[src/rtl/fndp_pkg.sv]
// Package with shared widths, the queue flag type and the E2M1 weight decoder.
`default_nettype none

package fndp_pkg;

    // Widths of the item fields and of the internal products.
    localparam int ITEM_W         = 64;
    localparam int ACT_W          = 8;
    localparam int CODE_W         = 4;
    localparam int MAG_W          = 4;
    localparam int PROD_W         = 12;
    localparam int OUT_W          = 32;
    localparam int LANES_PER_WORD = 8;

    // Status flags of the work queue between the front and back parts.
    typedef struct packed {
        logic full;
        logic empty;
    } t_q_flags;

    // Magnitude of an E2M1 code, scaled by two so that it is an integer.
    function automatic logic [MAG_W-1:0] e2m1_mag(input logic [CODE_W-2:0] code);
        logic [MAG_W-1:0] mag;
        case (code)
            3'd0: mag = 4'd0;
            3'd1: mag = 4'd1;
            3'd2: mag = 4'd2;
            3'd3: mag = 4'd3;
            3'd4: mag = 4'd4;
            3'd5: mag = 4'd6;
            3'd6: mag = 4'd8;
            3'd7: mag = 4'd12;
            default: mag = 4'd0;
        endcase
        return mag;
    endfunction

endpackage

`default_nettype wire

[src/rtl/fndp_queue.sv]
// Small first-in first-out work queue built from flip-flops.
`default_nettype none

module fndp_queue #(
    parameter int WIDTH = 8,
    parameter int DEPTH = 4
) (
    input  wire logic             i_clk,
    input  wire logic             i_rst_n,
    input  wire logic             i_push,
    input  wire logic [WIDTH-1:0] i_data,
    input  wire logic             i_pop,
    output fndp_pkg::t_q_flags    o_flags,
    output logic      [WIDTH-1:0] o_data
);

    localparam int PTR_W = (DEPTH > 1) ? $clog2(DEPTH) : 1;
    localparam int CNT_W = $clog2(DEPTH + 1);

    logic [WIDTH-1:0] r_mem [DEPTH];
    logic [PTR_W-1:0] r_wr_ptr, n_wr_ptr;
    logic [PTR_W-1:0] r_rd_ptr, n_rd_ptr;
    logic [CNT_W-1:0] r_count, n_count;
    logic             w_do_push;
    logic             w_do_pop;

    // A push is taken only when there is room, a pop only when a word waits.
    assign o_flags.full  = (r_count == CNT_W'(DEPTH));
    assign o_flags.empty = (r_count == '0);
    assign w_do_push     = i_push && !o_flags.full;
    assign w_do_pop      = i_pop && !o_flags.empty;
    assign o_data        = r_mem[r_rd_ptr];

    // Pointer and count updates.
    always_comb begin
        n_wr_ptr = r_wr_ptr;
        n_rd_ptr = r_rd_ptr;
        n_count  = r_count;
        if (w_do_push) begin
            n_wr_ptr = (r_wr_ptr == PTR_W'(DEPTH - 1)) ? '0 : r_wr_ptr + 1'b1;
        end
        if (w_do_pop) begin
            n_rd_ptr = (r_rd_ptr == PTR_W'(DEPTH - 1)) ? '0 : r_rd_ptr + 1'b1;
        end
        if (w_do_push && !w_do_pop) begin
            n_count = r_count + 1'b1;
        end else if (w_do_pop && !w_do_push) begin
            n_count = r_count - 1'b1;
        end
    end

    always_ff @(posedge i_clk) begin
        if (!i_rst_n) begin
            r_wr_ptr <= '0;
            r_rd_ptr <= '0;
            r_count  <= '0;
        end else begin
            r_wr_ptr <= n_wr_ptr;
            r_rd_ptr <= n_rd_ptr;
            r_count  <= n_count;
        end
    end

    // Storage needs no reset; the count guards every read.
    always_ff @(posedge i_clk) begin
        if (w_do_push) begin
            r_mem[r_wr_ptr] <= i_data;
        end
    end

endmodule

`default_nettype wire

[src/rtl/fndp_front.sv]
// Front part: accepts words, decodes the weights and forms the lane products.
`default_nettype none

module fndp_front #(
    parameter int LANES = 16
) (
    input  wire logic                                  i_clk,
    input  wire logic                                  i_rst_n,
    input  wire logic                                  i_push,
    output logic                                       o_full,
    input  wire logic [fndp_pkg::ITEM_W-1:0]           i_acts_low,
    input  wire logic [fndp_pkg::ITEM_W-1:0]           i_acts_high,
    input  wire logic [fndp_pkg::ITEM_W-1:0]           i_weight_bytes,
    input  wire logic                                  i_last_item,
    output logic                                       o_q_push,
    input  wire fndp_pkg::t_q_flags                    i_q_flags,
    output logic [LANES*fndp_pkg::PROD_W:0]            o_q_data
);

    localparam int PROD_W = fndp_pkg::PROD_W;
    localparam int ACT_W  = fndp_pkg::ACT_W;
    localparam int CODE_W = fndp_pkg::CODE_W;
    localparam int MAG_W  = fndp_pkg::MAG_W;
    localparam int VEC_W  = LANES * PROD_W;

    logic             r_valid, n_valid;
    logic [VEC_W-1:0] r_prods;
    logic             r_last;
    logic [VEC_W-1:0] w_prods;
    logic             w_take;

    // Each lane multiplies its activation by the decoded weight.
    for (genvar g = 0; g < LANES; g++) begin : g_lane
        localparam int BYTE_IDX = g % fndp_pkg::LANES_PER_WORD;
        logic signed [ACT_W-1:0]     w_act;
        logic        [CODE_W-1:0]    w_code;
        logic        [MAG_W-1:0]     w_mag;
        logic signed [ACT_W+MAG_W:0] w_mul;
        logic signed [PROD_W-1:0]    w_prod;

        if (g < fndp_pkg::LANES_PER_WORD) begin : g_low
            assign w_act = i_acts_low[BYTE_IDX*ACT_W +: ACT_W];
        end else begin : g_high
            assign w_act = i_acts_high[BYTE_IDX*ACT_W +: ACT_W];
        end

        assign w_code = i_weight_bytes[g*CODE_W +: CODE_W];
        assign w_mag  = fndp_pkg::e2m1_mag(w_code[CODE_W-2:0]);
        assign w_mul  = w_act * $signed({1'b0, w_mag});
        // The sign bit of the code negates the product; negative zero stays zero.
        assign w_prod = w_code[CODE_W-1] ? PROD_W'(-w_mul) : PROD_W'(w_mul);
        assign w_prods[g*PROD_W +: PROD_W] = w_prod;
    end

    // The stage holds one word; it drains into the queue whenever there is room.
    assign o_q_push = r_valid && !i_q_flags.full;
    assign o_full   = r_valid && i_q_flags.full;
    assign w_take   = i_push && !o_full;
    assign o_q_data = {r_last, r_prods};

    always_comb begin
        n_valid = w_take || (r_valid && i_q_flags.full);
    end

    always_ff @(posedge i_clk) begin
        if (!i_rst_n) begin
            r_valid <= 1'b0;
        end else begin
            r_valid <= n_valid;
        end
    end

    always_ff @(posedge i_clk) begin
        if (w_take) begin
            r_prods <= w_prods;
            r_last  <= i_last_item;
        end
    end

endmodule

`default_nettype wire

[src/rtl/fndp_back.sv]
// Back part: reduces the lane products, accumulates and holds the finished sum.
`default_nettype none

module fndp_back #(
    parameter int LANES = 16
) (
    input  wire logic                           i_clk,
    input  wire logic                           i_rst_n,
    input  wire fndp_pkg::t_q_flags             i_q_flags,
    input  wire logic [LANES*fndp_pkg::PROD_W:0] i_q_data,
    output logic                                o_q_pop,
    output logic                                o_empty,
    input  wire logic                           i_pop,
    output logic signed [fndp_pkg::OUT_W-1:0]   o_dot_sum
);

    localparam int PROD_W = fndp_pkg::PROD_W;
    localparam int OUT_W  = fndp_pkg::OUT_W;
    localparam int SUM_W  = PROD_W + $clog2(LANES);
    localparam int TREE_N = 1 << $clog2(LANES);

    logic signed [SUM_W-1:0] w_node [2*TREE_N-1];
    logic                    r_a_valid, n_a_valid;
    logic signed [SUM_W-1:0] r_a_sum;
    logic                    r_a_last;
    logic                    w_a_consume;
    logic                    w_a_ready;
    logic [OUT_W-1:0]        r_acc, n_acc;
    logic [OUT_W-1:0]        w_acc_sum;
    logic                    r_out_valid, n_out_valid;
    logic [OUT_W-1:0]        r_out;

    // Leaves of the adder tree: sign-extended products, unused leaves zero.
    for (genvar g = 0; g < TREE_N; g++) begin : g_leaf
        if (g < LANES) begin : g_used
            assign w_node[TREE_N-1+g] = {{(SUM_W-PROD_W){i_q_data[g*PROD_W+PROD_W-1]}},
                                         i_q_data[g*PROD_W +: PROD_W]};
        end else begin : g_pad
            assign w_node[TREE_N-1+g] = '0;
        end
    end

    // Inner nodes of the adder tree.
    for (genvar k = 0; k < TREE_N - 1; k++) begin : g_node
        assign w_node[k] = w_node[2*k+1] + w_node[2*k+2];
    end

    // The item-sum stage moves on unless a finished sum finds the output occupied.
    assign w_a_consume = r_a_valid && (!r_a_last || !r_out_valid || i_pop);
    assign w_a_ready   = !r_a_valid || w_a_consume;
    assign o_q_pop     = !i_q_flags.empty && w_a_ready;
    assign w_acc_sum   = r_acc + {{(OUT_W-SUM_W){r_a_sum[SUM_W-1]}}, r_a_sum};

    always_comb begin
        n_a_valid   = o_q_pop || (r_a_valid && !w_a_consume);
        n_acc       = r_acc;
        n_out_valid = r_out_valid && !i_pop;
        if (w_a_consume) begin
            if (r_a_last) begin
                n_acc       = '0;
                n_out_valid = 1'b1;
            end else begin
                n_acc = w_acc_sum;
            end
        end
    end

    always_ff @(posedge i_clk) begin
        if (!i_rst_n) begin
            r_a_valid   <= 1'b0;
            r_acc       <= '0;
            r_out_valid <= 1'b0;
        end else begin
            r_a_valid   <= n_a_valid;
            r_acc       <= n_acc;
            r_out_valid <= n_out_valid;
        end
    end

    // Payload registers of the item-sum stage and the output word.
    always_ff @(posedge i_clk) begin
        if (o_q_pop) begin
            r_a_sum  <= w_node[0];
            r_a_last <= i_q_data[LANES*PROD_W];
        end
        if (w_a_consume && r_a_last) begin
            r_out <= w_acc_sum;
        end
    end

    assign o_empty   = !r_out_valid;
    assign o_dot_sum = $signed(r_out);

endmodule

`default_nettype wire

[src/rtl/fp4_nibble_int8_dot_product_core.sv]
// Top level of the streaming FP4 weight by INT8 activation dot product.
//
// Usage: both sides look like a queue. A word of 16 activations, 16 packed
// E2M1 weights and a last flag is taken at a clock edge with i_push high and
// o_full low. Every word adds its 16 lane products into a 32-bit running sum
// that wraps. A word with the last flag set also produces one result word:
// the finished sum, shown on o_dot_sum while o_empty is low and taken at an
// edge with i_pop high. The running sum then restarts from zero.
// Throughput is one word per cycle while o_full stays low. With the result
// side draining, a last word's sum passes through the decode and multiply
// stage, the work queue and the adder tree stage feeding the accumulator,
// and then reaches the output register.
// When the receiver stalls, non-last words keep accumulating; a last word
// waits in the adder tree stage while the output register is occupied, the
// work queue (QUEUE_DEPTH words) fills behind it and o_full rises.
// Reset is synchronous and active low; it empties all stages and the queue
// and clears the running sum, ready on the first cycle after release.
`default_nettype none

module fp4_nibble_int8_dot_product_core #(
    parameter int LANES       = 16,
    parameter int QUEUE_DEPTH = 4
) (
    input  wire logic                                i_clk,
    input  wire logic                                i_rst_n,
    input  wire logic                                i_push,
    output logic                                     o_full,
    input  wire logic [fndp_pkg::ITEM_W-1:0]         i_acts_low,
    input  wire logic [fndp_pkg::ITEM_W-1:0]         i_acts_high,
    input  wire logic [fndp_pkg::ITEM_W-1:0]         i_weight_bytes,
    input  wire logic                                i_last_item,
    output logic                                     o_empty,
    input  wire logic                                i_pop,
    output logic signed [fndp_pkg::OUT_W-1:0]        o_dot_sum
);

    localparam int Q_W = LANES * fndp_pkg::PROD_W + 1;

    logic               w_q_push;
    logic               w_q_pop;
    logic [Q_W-1:0]     w_q_wdata;
    logic [Q_W-1:0]     w_q_rdata;
    fndp_pkg::t_q_flags w_q_flags;

    // Decode and multiply.
    fndp_front #(
        .LANES (LANES)
    ) u_front (
        .i_clk          (i_clk),
        .i_rst_n        (i_rst_n),
        .i_push         (i_push),
        .o_full         (o_full),
        .i_acts_low     (i_acts_low),
        .i_acts_high    (i_acts_high),
        .i_weight_bytes (i_weight_bytes),
        .i_last_item    (i_last_item),
        .o_q_push       (w_q_push),
        .i_q_flags      (w_q_flags),
        .o_q_data       (w_q_wdata)
    );

    // Work queue between the two parts.
    fndp_queue #(
        .WIDTH (Q_W),
        .DEPTH (QUEUE_DEPTH)
    ) u_queue (
        .i_clk   (i_clk),
        .i_rst_n (i_rst_n),
        .i_push  (w_q_push),
        .i_data  (w_q_wdata),
        .i_pop   (w_q_pop),
        .o_flags (w_q_flags),
        .o_data  (w_q_rdata)
    );

    // Reduce, accumulate and deliver.
    fndp_back #(
        .LANES (LANES)
    ) u_back (
        .i_clk     (i_clk),
        .i_rst_n   (i_rst_n),
        .i_q_flags (w_q_flags),
        .i_q_data  (w_q_rdata),
        .o_q_pop   (w_q_pop),
        .o_empty   (o_empty),
        .i_pop     (i_pop),
        .o_dot_sum (o_dot_sum)
    );

endmodule

`default_nettype wire

[config.mk]
export PLATFORM = sky130hd
export DESIGN_NAME = fp4_nibble_int8_dot_product_core
export DESIGN_NICKNAME = d
export VERILOG_FILES = /design/src/rtl/fndp_pkg.sv /design/src/rtl/fndp_queue.sv /design/src/rtl/fndp_front.sv /design/src/rtl/fndp_back.sv /design/src/rtl/fp4_nibble_int8_dot_product_core.sv
export SDC_FILE = /design/constraint.sdc
export NUM_CORES = 2
export LEC_CHECK = 0
export BUFFER_PORTS_ARGS = -buffer_cell sky130_fd_sc_hd__buf_4
export CAP_MARGIN = 20
export CORE_MARGIN = 5
export CORE_UTILIZATION = 60
export CTS_BUF_LIST = sky130_fd_sc_hd__clkbuf_8
export DETAILED_ROUTE_END_ITERATION = 8
export PLACE_DENSITY = 0.78
export SLEW_MARGIN = 20
export SYNTH_ARGS = -nofsm -noshare
export SYNTH_HDL_FRONTEND = slang
export SYNTH_SLANG_ARGS = --single-unit
[constraint.sdc]
create_clock -name i_clk -period 16.3 [get_ports i_clk]
set_clock_uncertainty 0.2 [all_clocks]
set_input_delay 1.63 -clock i_clk [delete_from_list [all_inputs] [get_ports i_clk]]
set_output_delay 1.63 -clock i_clk [all_outputs]
set_load 0.02 [all_outputs]
-- Word-level counts from Yosys, hierarchy flattened
Memory sizes are Yosys's and may differ from the RTL's. A register that Yosys moved wholly into a read port is not among the register bits.
Index checks and enable logic that the tools add are counted.
- add/subtract/negate cells: 36
- $mul: 16
- equal/unequal tests: 3
- mux-type cells: 27
- reductions and logical operators: 29
- operator list (operator ; count):
    8-bit by 5-bit multiplier with 12-bit output ; 16
    12-bit 2-to-1 mux ; 16
    12-bit negation ; 16
    12-bit by 12-bit adder with 13-bit output ; 8
    13-bit by 13-bit adder with 14-bit output ; 4
    32-bit adder ; 1
    32-bit 2-to-1 mux ; 1
    14-bit by 14-bit adder with 15-bit output ; 2
    15-bit by 15-bit adder with 16-bit output ; 1
    1-bit logical AND ; 12
    1-bit logical NOT ; 10
    2-bit 2-to-1 mux ; 4
    3-bit 2-to-1 mux ; 2
    1-bit logical OR ; 5
    2-bit by 1-bit adder with 2-bit output (second input constant) ; 2
    2-bit equality test (second input constant) ; 2
    1-bit 2-to-1 mux ; 4
    3-bit by 1-bit adder with 3-bit output (second input constant) ; 1
    3-bit equality test (second input constant) ; 1
    3-bit logical NOT ; 1
    3-bit by 1-bit subtractor with 3-bit output (second input constant) ; 1
    2-bit nonzero test ; 1
- bits in registers: 284
- memory bits (writable): 772
- ROM bits: 512
- bits of input ports: 197
- output and inout port bits: 34
- logic and storage cells: 140
- memories kept: 17
- memory list (memory ; depth ; bits a word ; read ports ; clocked after memory_dff ; write ports ; line ; RTL):
    u_queue.r_mem ; 4 ; 193 ; 1 ; 1 ; 1 ; fndp_queue.sv:20 ; logic [WIDTH-1:0] r_mem [DEPTH];
    (no name shown) ; 8 ; 4 ; 1 ; 0 ; 0 ; fndp_pkg.sv:24 ; case (code)
    (no name shown) ; 8 ; 4 ; 1 ; 0 ; 0 ; fndp_pkg.sv:24 ;
    (no name shown) ; 8 ; 4 ; 1 ; 0 ; 0 ; fndp_pkg.sv:24 ;
    (no name shown) ; 8 ; 4 ; 1 ; 0 ; 0 ; fndp_pkg.sv:24 ;
    (no name shown) ; 8 ; 4 ; 1 ; 0 ; 0 ; fndp_pkg.sv:24 ;
    +11 memories ; n/a ; n/a ; n/a ; n/a ; n/a ; n/a ;

-- Longest topological paths before layout
- depth after elaboration: 10
- gate-level depth with buffers: 28
- gate-level depth less buffers: 25

-- Cells and area by module
Synthesis repeated with hierarchy kept, for this count alone.
- cell total of the unflattened synthesis: 5098
- area, all modules: 66565.1 µm²
- modules (own cells, without submodules) (module ; times used ; cells an instance ; area each (µm²) ; sequential area each (µm²)):
    fndp_queue ; 1 ; 1059 ; 28559.9 ; 23362.4
    fndp_front ; 1 ; 2977 ; 27864.2 ; 5815.6
    fndp_back ; 1 ; 1062 ; 10141.0 ; 2152.1

-- Worst setup path before layout
No wires, ideal clock.
- path type: in2reg
- start point: input i_push
- end point: register u_front.r_last (enable)
- arrival: 9.955 ns
- required time: 15.332 ns
- setup slack: 5.378 ns
- cell stages on the path: 1
- cell sequence: nor2b_1
- word-level cells in the longest chain between the ends: 1
- ends and longest elaborated chain (item ; line ; RTL):
    start: declaration ; fp4_nibble_int8_dot_product_core.sv:26 ; input wire logic i_push,
    1-bit logical AND ; fndp_front.sv:58 ; assign w_take = i_push && !o_full;
    end signal: assignment ; fndp_front.sv:76 ; r_last <= i_last_item;
    end: declaration ; fndp_front.sv:28 ; logic r_last;
Every way passes these cells.
A chain may end at the register's enable or synchronous reset.

==> out/metrics.cfg <==
[clocking]
path_clk_slew_ns=0.06
cts_buffers=161
clock_latency_ns=0.80
cts_tree=built
clock_sinks=1058
post_cts_buffers=0
clockRootBuffer=clkbuf_8
clock_path_buffers=3
h-tree-depth=4
ctsResizeCount=0
holdBufCountCts=0

[placed_design]
port-buffer-count=230
post_dp_cell_area_um2=68300
hpwl_mm=97.6
dp_cells=6517
gp_congestion=0.876

[finish]
post-route-util=0.665
design_area_um2=71400
layout.nets=6305
nFillCells=7453
syn2layout_area_growth_pct=9.78
layoutNonFillerInstCount=6811
drive_gt1_frac=0.126

[sta]
tightestPinTransition_ns=1.12
fin_crit_sh=0.539
fmax_mhz=114
fin_setup_tns_ns=0
setup_viol=0
rsz0062_at_grt=no
max-slew-margin-rel=0.252
hold_viol_final=0
slew_viol_final=0
fin_crit_ns=8.79

[floorplanning]
start_util=0.606
rows=120
die_y_um=339
coreArea_um2=107000
die_area_um2=115000
die-width_um=339
io-pin-count=231

[worst_hold_path]
hold_depth=2
hp-class=flip-flop to flip-flop
min-delay-start=u_back.r_acc[0]
whs_endpoint=u_back.r_acc[0]

[status]
status=finished clean

[logic_synthesis]
synthArstFlopShare=0
synth_seq_cells=1058
synth_area_leader_cell=edfxtp_1
synthCells=4966
synth_ff_type=edfxtp_1
synth_common_cells=1014 x edfxtp_1, 875 x inv_1, 434 x fa_1
synth.avg_cell_area_um2=13.1
synth.distinct_cells=63
ys.warnings.count=0
synthesis.area_um2=65000
yosys-top-cells-area=edfxtp_1 47%, fa_1 13%, ha_1 7.6%
syn_nets=5994
ys_seq_area_frac=0.482
yosysMostFrequentCell=edfxtp_1
synth_edf_count=1014
synth_top_cell_area_share=0.468

[global_routing]
antenna_found_initial=3
gr-total-overflow=0
grt_pass1_wl_mm=212
grt_pass1_vias=39500
grt_max_degree=111
grt.total_usage=0.231

[critical_path]
end_kind=flip-flop
reg2reg_to=u_back.r_a_sum[13]
r2r_cells=22
critical_path.max_fanout=67
start_kind=flip-flop
reg2reg_slack_ns=7.51
required_ns=16.64
crit_arrival_ns=9.13
crit_type=flip-flop to flip-flop

[detailed_routing]
routed_wl_mm=131
vias=38100
drtIter0Drc=2875
avgViaCountPerCell=5.60
dr.pass1.iters=5
route.detailed.drc=0
wire_per_inst_um=19.2
drtAntennaViolNets=0

[flow_run]
drv_cap=0

worst max path at each step:
stage	end	slack [ns]	cells after the start
after global routing	u_back.r_a_sum[12]	7.04	25
final	u_back.r_a_sum[13]	7.51	22
after floorplan	u_front.r_last	5.38	1
after global placement	u_back.r_a_sum[13]	7.73	22
after detailed placement	u_back.r_a_sum[13]	7.53	22
after CTS	u_back.r_a_sum[13]	7.50	22
cells by family (layout without fill, tap and decap cells):
| group | after synthesis | after routing | share of synthesized area |
|---|---|---|---|
| mux | 202 | 202 | 0.0682 |
| simple gates | 1004 | 1004 | 0.0814 |
| other cells | 0 | 1 | 0 |
| compound gates | 511 | 511 | 0.0510 |
| flops | 1058 | 1058 | 0.482 |
| fa+ha+maj | 831 | 831 | 0.210 |
| xor+xnor | 379 | 379 | 0.0510 |
| buf+inv | 981 | 1422 | 0.0567 |
worst max-delay path: stages, from the launching register on:
cell	delay, ns
dfxtp_4	0.43
buf_4	0.82
buf_4	0.91
mux4_2	0.45
fa_1	0.57
inv_1	0.07
fa_1	0.49
fa_1	0.52
inv_1	0.06
fa_1	0.53
inv_1	0.05
fa_1	0.39
fa_1	0.57
inv_1	0.07
ha_1	0.28
a21o_1	0.18
a21oi_1	0.21
nand2b_1	0.14
a21boi_0	0.11
o41ai_1	0.66
o21ai_0	0.31
o41ai_1	0.38
xnor2_1	0.10
registers in the layout, summed over array words and instances (netlist names), named ones only:
name and cells:
u_queue.r_rd_ptr 2, u_front.r_prods 192, u_queue.r_wr_ptr 2, u_back.r_a_sum 16, u_front.r_valid 1, u_queue.r_count 3
u_back.r_a_valid 1, u_front.r_last 1, u_back.r_acc 32, u_back.r_a_last 1, u_back.r_out_valid 1, u_queue.r_mem 772
u_back.o_dot_sum 32
metrics by stage:
step	hold WS (ns)	setup WS, ns
floorplan	0.245	5.38
global placement	0.258	7.73
detailed placement	0.273	7.53
CTS	0.279	7.50
global route	0.287	7.04
finish	0.277	7.51
layout by cell type, fill, tap and decap left out, drive strengths merged, types with 12 or more instances in the layout:
master  count
clkinv     53
nand3b     15
nor2b      46
nand3      38
o211ai     29
dfxtp      44
o31ai      51
inv       938
a21oi     109
nor3       21
mux4      193
a211oi     12
a21boi     29
a21o       53
clkbuf    170
xor2       95
ha        397
xnor2     284
nor2       78
nand2b     49
edfxtp   1014
a22oi      13
buf       254
and2      267
o21ai     142
fa        434
or3        35
nand2     303
a22o       15
and3      117
routing by layer:
metal	global-route usage	part of all wire	up-vias
li1	-	-	17700
met5	0	0	-
met3	0.0416	0.071	190
met2	0.390	0.49	1233
met4	0.0561	0.023	0
met1	0.318	0.41	19000
layout make-up:
class                           instances  area, um^2  share of cell area
Sequential cell                      1058       31300               0.439
Multi-Input combinational cell       2927       30100               0.421
Inverter                              875        3280              0.0460
Clock buffer                          170        2340              0.0328
Timing Repair Buffer                  254        1920              0.0269
Tap cell                             1403        1760              0.0246
Clock inverter                        123         713             0.00999
Antenna cell                            1        2.50           0.0000350
Power is left out: the tool's default activity adds up to more than one toggle a clock period on the data nets, which glitch-free logic cannot reach.
